File: src/design/ogrm_pkg.sv
`default_nettype none

package ogrm_pkg;

   localparam int DEF_MAX_COLUMNS = 256;
   localparam int DEF_MAX_ROWS    = 256;

   localparam int COORD_W = 16;
   localparam int DIM_W   = 9;
   localparam int LIM_W   = 16;

   localparam logic [DIM_W-1:0] GRID_DIM_RESET = 9'd200;

   localparam logic CSR_GRID_WIDTH  = 1'b0;
   localparam logic CSR_GRID_HEIGHT = 1'b1;

   localparam logic OP_TRACE = 1'b0;
   localparam logic OP_READ  = 1'b1;

   localparam logic [1:0] CELL_UNKNOWN  = 2'd0;
   localparam logic [1:0] CELL_FREE     = 2'd1;
   localparam logic [1:0] CELL_OCCUPIED = 2'd2;

   localparam logic [1:0] KIND_CLEAR = 2'd0;
   localparam logic [1:0] KIND_TRACE = 2'd1;
   localparam logic [1:0] KIND_READ  = 2'd2;

   typedef struct packed {
      logic                      operation;
      logic signed [COORD_W-1:0] start_x;
      logic signed [COORD_W-1:0] start_y;
      logic signed [COORD_W-1:0] end_x;
      logic signed [COORD_W-1:0] end_y;
   } req_type;

   typedef struct packed {
      logic [1:0] cell_state;
      logic       in_grid;
   } rsp_type;

   typedef struct packed {
      logic       valid;
      logic [1:0] kind;
      logic       on_grid;
      logic       last;
   } acc_type;

endpackage

`default_nettype wire

File: src/design/ogrm_ray_walker.sv
`default_nettype none

module ogrm_ray_walker #(
   parameter int MAX_COLUMNS = ogrm_pkg::DEF_MAX_COLUMNS,
   parameter int MAX_ROWS    = ogrm_pkg::DEF_MAX_ROWS,
   parameter int ADDR_W      = 16
) (
   input  wire logic                    clock,
   input  wire logic                    reset,
   input  wire logic                    req_valid,
   output logic                         req_stall,
   input  wire ogrm_pkg::req_type       req_data,
   input  wire logic                    rd_block,
   input  wire logic [ogrm_pkg::DIM_W-1:0] grid_width,
   input  wire logic [ogrm_pkg::DIM_W-1:0] grid_height,
   output ogrm_pkg::acc_type            acc,
   output logic      [ADDR_W-1:0]       acc_addr
);

   import ogrm_pkg::*;

   localparam int COL_W = (MAX_COLUMNS > 1) ? $clog2(MAX_COLUMNS) : 1;
   localparam int ROW_W = (MAX_ROWS > 1) ? $clog2(MAX_ROWS) : 1;
   localparam logic [ADDR_W-1:0] LAST_ADDR = ADDR_W'(MAX_COLUMNS * MAX_ROWS - 1);

   localparam logic [1:0] ST_CLEAR = 2'd0;
   localparam logic [1:0] ST_IDLE  = 2'd1;
   localparam logic [1:0] ST_WALK  = 2'd2;

   logic [1:0]                state_ff, state_in;
   logic [ADDR_W-1:0]         clear_addr_ff, clear_addr_in;
   logic signed [COORD_W-1:0] wx_ff, wx_in, wy_ff, wy_in;
   logic signed [COORD_W-1:0] ex_ff, ex_in, ey_ff, ey_in;
   logic signed [17:0]        err_ff, err_in;
   logic signed [16:0]        dx_ff, dx_in, dy_ff, dy_in;
   logic                      sx_neg_ff, sx_neg_in, sy_neg_ff, sy_neg_in;

   logic [LIM_W-1:0]          lim_w, lim_h;
   logic                      accept;
   logic signed [16:0]        x0e, y0e, x1e, y1e, dx_new, dy_new;
   logic signed [18:0]        e2, dxx, dyx, err_sum;
   logic                      step_x, step_y, at_end;

   function automatic logic in_grid_f(input logic [COORD_W-1:0] x, input logic [COORD_W-1:0] y,
                                      input logic [LIM_W-1:0] w, input logic [LIM_W-1:0] h);
      return !x[COORD_W-1] && !y[COORD_W-1] && (LIM_W'(x) < w) && (LIM_W'(y) < h);
   endfunction

   function automatic logic [ADDR_W-1:0] cell_addr_f(input logic [COORD_W-1:0] x,
                                                     input logic [COORD_W-1:0] y);
      return ADDR_W'(y[ROW_W-1:0]) * ADDR_W'(MAX_COLUMNS) + ADDR_W'(x[COL_W-1:0]);
   endfunction

   assign lim_w = (LIM_W'(grid_width) > LIM_W'(MAX_COLUMNS)) ? LIM_W'(MAX_COLUMNS)
                                                              : LIM_W'(grid_width);
   assign lim_h = (LIM_W'(grid_height) > LIM_W'(MAX_ROWS)) ? LIM_W'(MAX_ROWS)
                                                            : LIM_W'(grid_height);

   assign req_stall = (state_ff != ST_IDLE) || ((req_data.operation == OP_READ) && rd_block);
   assign accept    = req_valid && !req_stall;

   assign x0e = {req_data.start_x[COORD_W-1], req_data.start_x};
   assign y0e = {req_data.start_y[COORD_W-1], req_data.start_y};
   assign x1e = {req_data.end_x[COORD_W-1], req_data.end_x};
   assign y1e = {req_data.end_y[COORD_W-1], req_data.end_y};
   assign dx_new = (x1e > x0e) ? (x1e - x0e) : (x0e - x1e);
   assign dy_new = (y1e > y0e) ? (y0e - y1e) : (y1e - y0e);

   assign e2      = {err_ff, 1'b0};
   assign dxx     = {{2{dx_ff[16]}}, dx_ff};
   assign dyx     = {{2{dy_ff[16]}}, dy_ff};
   assign step_x  = (e2 >= dyx);
   assign step_y  = (e2 <= dxx);
   assign err_sum = {err_ff[17], err_ff} + (step_x ? dyx : 19'sd0) + (step_y ? dxx : 19'sd0);
   assign at_end  = (wx_ff == ex_ff) && (wy_ff == ey_ff);

   always_comb begin
      state_in      = state_ff;
      clear_addr_in = clear_addr_ff;
      wx_in         = wx_ff;
      wy_in         = wy_ff;
      ex_in         = ex_ff;
      ey_in         = ey_ff;
      err_in        = err_ff;
      dx_in         = dx_ff;
      dy_in         = dy_ff;
      sx_neg_in     = sx_neg_ff;
      sy_neg_in     = sy_neg_ff;
      acc           = '0;
      acc_addr      = cell_addr_f(wx_ff, wy_ff);
      unique case (state_ff)
         ST_CLEAR: begin
            acc.valid     = 1'b1;
            acc.kind      = KIND_CLEAR;
            acc.on_grid   = 1'b1;
            acc_addr      = clear_addr_ff;
            clear_addr_in = clear_addr_ff + ADDR_W'(1);
            if (clear_addr_ff == LAST_ADDR) begin
               state_in = ST_IDLE;
            end
         end
         ST_IDLE: begin
            if (accept && (req_data.operation == OP_READ)) begin
               acc.valid   = 1'b1;
               acc.kind    = KIND_READ;
               acc.on_grid = in_grid_f(req_data.start_x, req_data.start_y, lim_w, lim_h);
               acc_addr    = cell_addr_f(req_data.start_x, req_data.start_y);
            end else if (accept) begin
               wx_in     = req_data.start_x;
               wy_in     = req_data.start_y;
               ex_in     = req_data.end_x;
               ey_in     = req_data.end_y;
               dx_in     = dx_new;
               dy_in     = dy_new;
               err_in    = {dx_new[16], dx_new} + {dy_new[16], dy_new};
               sx_neg_in = !(x0e < x1e);
               sy_neg_in = !(y0e < y1e);
               state_in  = ST_WALK;
            end
         end
         ST_WALK: begin
            acc.valid   = 1'b1;
            acc.kind    = KIND_TRACE;
            acc.on_grid = in_grid_f(wx_ff, wy_ff, lim_w, lim_h);
            acc.last    = at_end;
            if (at_end) begin
               state_in = ST_IDLE;
            end else begin
               err_in = err_sum[17:0];
               if (step_x) begin
                  wx_in = wx_ff + (sx_neg_ff ? 16'shFFFF : 16'sh0001);
               end
               if (step_y) begin
                  wy_in = wy_ff + (sy_neg_ff ? 16'shFFFF : 16'sh0001);
               end
            end
         end
         default: begin
            state_in = ST_IDLE;
         end
      endcase
   end

   always_ff @(posedge clock) begin
      if (reset) begin
         state_ff      <= ST_CLEAR;
         clear_addr_ff <= '0;
         wx_ff         <= '0;
         wy_ff         <= '0;
         err_ff        <= '0;
      end else begin
         state_ff      <= state_in;
         clear_addr_ff <= clear_addr_in;
         wx_ff         <= wx_in;
         wy_ff         <= wy_in;
         err_ff        <= err_in;
      end
   end

   always_ff @(posedge clock) begin
      ex_ff     <= ex_in;
      ey_ff     <= ey_in;
      dx_ff     <= dx_in;
      dy_ff     <= dy_in;
      sx_neg_ff <= sx_neg_in;
      sy_neg_ff <= sy_neg_in;
   end

endmodule

`default_nettype wire

File: config.mk
export PLATFORM = sky130hd
export DESIGN_NAME = ogrm_ray_walker
export DESIGN_NICKNAME = d
export VERILOG_FILES = /design/src/design/ogrm_pkg.sv /design/src/design/ogrm_ray_walker.sv
export SDC_FILE = /design/constraint.sdc
export NUM_CORES = 1
export LEC_CHECK = 0
export BUFFER_PORTS_ARGS = -buffer_cell sky130_fd_sc_hd__buf_2
export CAP_MARGIN = 20
export CORE_MARGIN = 2
export CORE_UTILIZATION = 35
export CTS_CLUSTER_DIAMETER = 200
export DETAILED_ROUTE_END_ITERATION = 8
export GPL_ROUTABILITY_DRIVEN = 1
export SLEW_MARGIN = 20
export SYNTH_ARGS = -nofsm -noshare
export SYNTH_HDL_FRONTEND = slang
export SYNTH_SLANG_ARGS = --single-unit
File: constraint.sdc
create_clock -name clock -period 5 [get_ports clock]
set_clock_uncertainty 0.1 [all_clocks]
set_input_delay 0 -clock clock [delete_from_list [all_inputs] [get_ports clock]]
set_output_delay 0 -clock clock [all_outputs]
set_load 0.02 [all_outputs]
## After elaboration in Yosys (flattened, before gate mapping)

Index checks and enable logic that the tools add are counted.
W data, S select, Z words.

| cells by class | value |
|---|---|
| order comparisons | 12 |
| bitwise logic cells | 1 |
| reduce and logical (&&, ||, !) cells | 25 |
| add/subtract/negate cells | 12 |
| $mul | 0 |
| eq/ne operators | 13 |
| shift operators | 0 |
| div/mod/pow operators | 0 |
| multiplexer cells | 32 |

Operators by type and width:

| cell | count |
|---|---|
| $mux W16 | 11 |
| $pmux W16 S2 | 3 |
| $mux W18 | 5 |
| $sub A16 B16 Y17 | 4 |
| $lt A16 B9 Y1 | 4 |
| $add A18 B18 Y18 | 2 |
| $pmux W18 S2 | 1 |
| $mux W17 | 2 |
| $add A16 B16 Y16 | 2 |
| $add A16 B8 Y16 | 2 |
| $eq A16 B16 Y1 | 2 |
| $gt A16 B16 Y1 | 2 |
| $lt A16 B16 Y1 | 2 |
| $ge A19 B17 Y1 | 1 |
| $le A19 B17 Y1 | 1 |
| $add A17 B17 Y18 | 1 |
| $gt A9 B9 Y1 const B | 2 |
| $mux W9 | 2 |
| $add A16 B1 Y16 const B | 1 |
| $eq A16 B16 Y1 const B | 1 |
| $ne A2 B2 Y1 const B | 7 |
| $pmux W4 S3 | 1 |
| $logic_and A1 B1 Y1 | 10 |
| $reduce_and A5 Y1 | 2 |
| other kinds (14) | 24 |

| storage, ports and cells | value |
|---|---|
| bits in read-only memories | 0 |
| memories | 0 |
| latch bits | 0 |
| flip-flop bits (word level) | 136 |
| input bits | 87 |
| memory bits (writable) | 0 |
| output and inout port bits | 22 |

## Depth between registers and ports, before layout

| depth | value |
|---|---|
| word-level depth | 7 |
| mapped depth | 24 |
| gate-level depth less buffers | 22 |

## Worst setup path before layout

No wires, ideal clock.

| path | value |
|---|---|
| path type | reg-to-reg |
| from | register err_ff[2] |
| to | register err_ff[16] |
| buffers on the path | 1 |
| data arrival time | 4.395 ns |
| setup slack | 0.266 ns |
| clock period less this slack | 4.734 ns |
| required time | 4.661 ns |
| stages on the path, launching flop included | 19 |
| cell sequence | dfxtp_1 > ha_1 > a2111oi_0 > o21ai_0 > a32o_1 > or2_2 > clkbuf_1 > and2_1 > fa_1 > ha_1 > a21o_1 > a21oi_1 > o211ai_1 > a311oi_1 > a2bb2oi_1 > nor3_1 > a41o_1 > o221ai_1 > a21oi_1 |

| on the way | value |
|---|---|
| longest elaborated chain between the ends | 6 |

RTL lines:

| element | RTL line | source |
|---|---|---|
| from (decl) | ogrm_ray_walker.sv:34 | `logic signed [17:0] err_ff, err_in;` |
| from (signal assigned) | ogrm_ray_walker.sv:156 | `err_ff <= err_in;` |
| $ge A19 B17 Y1 | ogrm_ray_walker.sv:72 | `assign step_x = (e2 >= dyx);` |
| $mux W18 | ogrm_ray_walker.sv:74 | `assign err_sum = {err_ff[17], err_ff} + (step_x ? dyx : 19'sd0) + (step_y ? dxx : 19'sd0);` |
| $add A18 B18 Y18 | ogrm_ray_walker.sv:74 |  |
| $add A18 B18 Y18 * | ogrm_ray_walker.sv:74 |  |
| $mux W18 * | ogrm_ray_walker.sv:126 | `if (at_end) begin` |
| $pmux W18 S2 * | ogrm_ray_walker.sv:91 | `unique case (state_ff)` |

Mark *: on every way between the ends. The rest lies on a longest branch, timed or not. The select of a mux whose other input is x is not followed.
A chain may end at the register's enable or synchronous reset.

## Worst setup path after layout

| path | value |
|---|---|
| from | register dy_ff[16] |
| to | register err_ff[14] |

| on the way | value |
|---|---|
| longest elaborated chain between the ends | 6 |

RTL lines:

| element | RTL line | source |
|---|---|---|
| from (decl) | ogrm_ray_walker.sv:35 | `logic signed [16:0] dx_ff, dx_in, dy_ff, dy_in;` |
| from (signal assigned) | ogrm_ray_walker.sv:164 | `dy_ff <= dy_in;` |
| $ge A19 B17 Y1 | ogrm_ray_walker.sv:72 |  |
| $mux W18 | ogrm_ray_walker.sv:74 |  |
| $add A18 B18 Y18 (2 in series) | ogrm_ray_walker.sv:74 |  |
| $mux W18 | ogrm_ray_walker.sv:126 |  |
| $pmux W18 S2 | ogrm_ray_walker.sv:91 |  |

No other way between the ends. The select of a mux whose other input is x is not followed.

==> flow_summary.yaml <==
clock_tree:
  clock_path_buffers: 2
  clk_pin_slew_ps: 70
  cts_tree: "yes"
  cts_buffers: 17
  insertion_delay_ps: 440
  cts_root_buffer: "clkbuf_16"
  clock_sinks: 136
  htreeDepth: 4
worst_setup_path:
  startpoint_type: "register"
  worstPathArrival_ps: 5020
  crit_fanout: 14
  crit_type: "reg -> reg"
  r2r_slack_ps: 230
  required_ps: 5250
  rr_worst_depth: 20
  cp-end-kind: "register"
route:
  m1WireLength_um: 21600
  drtAntennaViolNets: 0
  dr.pass1.iters: 5
  routed-wl-met2_um: 21100
  topRoutingLayerUsed: "met4"
  met3_length_um: 3060
  vias: 13400
  drtIter0Drc: 1003
  finalWirelength_um: 47000
  route.detailed.drc: 0
  drt-vias-per-instance: 5.50
  drt-wirelength-per-cell_um: 19.4
synth:
  synthXorXnorAreaFrac_pct: 7.38
  synth_compound_area_share_pct: 22.9
  synthSimpleGateAreaFrac_pct: 16.5
  avgSynthCellArea_um2: 8.28
  synthMuxAreaShare_pct: 1.73
  synth_fa_ha_area_share_pct: 21.1
  syn_area_um2: 14000
  yosysSeqAreaShare_pct: 24.3
  yosys_most_used_dff: "edfxtp_1"
  synth_top_area_share_pct: 17.5
  synth_seq_cells: 136
  synth-edff-count: 68
  synth_top_area_cell: "ha_1"
  synth_warnings: 0
  synth_cell_types: 83
  syn_nets: 1999
  ys_async_sr_fraction_pct: 0
  synth_cells: 1691
  synth_top_family_by_area: "compound AO/OA/AOI/OAI gates"
  synth_area_leaders: "ha_1, edfxtp_1, dfxtp_1"
floorplan:
  start_util_pct: 35.3
  die_w_um: 204
  die-area_um2: 41600
  rows: 73
  die_h_um: 204
  coreArea_um2: 39600
  io_pins: 109
global_route:
  overflow: 0
  grt_use_total_pct: 22.3
  grt_pass1_vias: 12700
  grt_pass1_wl_um: 71900
  grt_max_degree: 39
  antenna_found_initial: 0
status:
  status: "completed"
sta:
  worst_pin_slew_ps: 891
  setup_slack_ps: 234
  fmax_mhz: 210
  hold_violations: 0
  period_minus_slack_ps: 4770
  setup_violations: 0
  period_share_pct: 95.3
  slew_headroom_pct: 40.5
  slew_viol_final: 0
placed_design:
  post-place-ws_ps: 37.9
  place_congestion: 0.913
  io_buffers: 108
  dp_cells: 2337
  post-dp-hpwl_um: 37000
pwr:
  cellPowerDensity_nw_per_um2: 245
  p_leak_uw: 0.00755
  ir_worst_vdd_mv: 0.250
  fin_total_pwr_uw: 4110
layout:
  final_cells: 2429
  n_antenna_cell: 0
  areaGrowthSynthToFinish_pct: 20.2
  final_common_cell: "ha_1"
  fillerInstances: 4010
  layout-drive-gt1-share_pct: 14.0
  mostFrequentLayoutCells: "ha_1, nor2_1, inv_1, a21oi_1, nand2_1"
  nNetsFinal: 2199
run:
  drv_cap: 0
hold_path:
  whs_path_depth: 4
  hold_path.class: "in -> reg"
[where the power goes]
part	internal, µW	total, µW	leakage [µW]	switching, µW
Combinational	681	1540	0.00609	855
Clock	840	1380	0.000302	544
Sequential	1190	1190	0.00116	2.72
Total	2710	4110	0.00755	1400
[per-stage QoR]
stage                     cell area (µm²)  util, %  hold slack [ps]  TNS (ps)
final                               16800     42.4             15.5         0
after global routing                16800     42.4             13.7     -60.9
after CTS                           16700     42.1             1.92         0
after detailed placement            15500     39.1              115         0
after global placement              15500     39.1              115         0
after floorplan                     14000        -            -1.13         0
[cells by family (layout without fill, tap and decap cells)]
kind of cell	count (synthesis)	in the layout
AO/OA/AOI/OAI	493	493
XOR/XNOR	118	118
adder cells (fa/ha/maj)	221	221
buffers and inverters	215	428
flip-flops	136	136
multiplexers	23	23
AND/OR/NAND/NOR	485	485
[state kept, by name (all words and copies together) (netlist names)]
name,flops
sx_neg_ff,1
wy_ff,16
wx_ff,16
sy_neg_ff,1
err_ff,18
ey_ff,16
clear_addr_ff,16
ex_ff,16
dx_ff,17
state_ff,2
dy_ff,17
[per-layer routing]
layer / GRT usage, % / up-vias
met3: 3.95 / 62
met5: 0 / -
met1: 30.9 / 6402
met4: 6.91 / 0
met2: 35.3 / 415
li1: - / 6475
[area by class of cell]
class	instances	area (µm²)	area share [%]
Clock buffer	18	429	2.55
Clock inverter	14	200	1.19
Inverter	152	571	3.39
Multi-Input combinational cell	1340	9840	58.5
Sequential cell	136	3400	20.2
Tap cell	525	657	3.91
Timing Repair Buffer	244	1710	10.2
[path summary, 6_finish.rpt]
kind / startpoint / endpoint
min: req_data[33] / wy_ff[1]
min reg2reg: clear_addr_ff[1] / clear_addr_ff[1]
max reg2reg: dy_ff[16] / err_ff[14]
max: dy_ff[16] / err_ff[14]
[worst max-delay path: stages, from the launching register on]
cell and delay [ps]:
edfxtp_1 350, inv_1 80, ha_1 320, nand4_1 160, nor4_2 370, a221oi_1 130, a21oi_1 210, or2_2 180
buf_6 170, and2_1 180, fa_1 430, ha_1 370, a21oi_2 180, o211ai_1 160, a311oi_1 330, buf_4 200
o21ai_0 80, a21oi_1 190, xnor2_1 150, nand2_1 70, a311oi_1 270
[cells in the mapped netlist, types with 35 or more instances]
| master | count |
|---|---|
| ha_1 | 196 |
| nor2_1 | 151 |
| a21oi_1 | 148 |
| inv_1 | 148 |
| nand2_1 | 131 |
| xnor2_1 | 83 |
| o21ai_0 | 75 |
| dfxtp_1 | 68 |
| edfxtp_1 | 68 |
| a21o_1 | 48 |
| a211oi_1 | 46 |
| clkbuf_1 | 39 |
| and2_1 | 36 |
| xor2_1 | 35 |
[what timing repair did]
action / 4_1_cts / 5_1_grt
endpoints found under the hold margin: 68 / 0
resized for setup: 0 / 30
setup buffers: 0 / 2
hold buffers: 58 / 0
setup endpoints to repair: 0 / 9
Power figures use the tool's default switching activity.
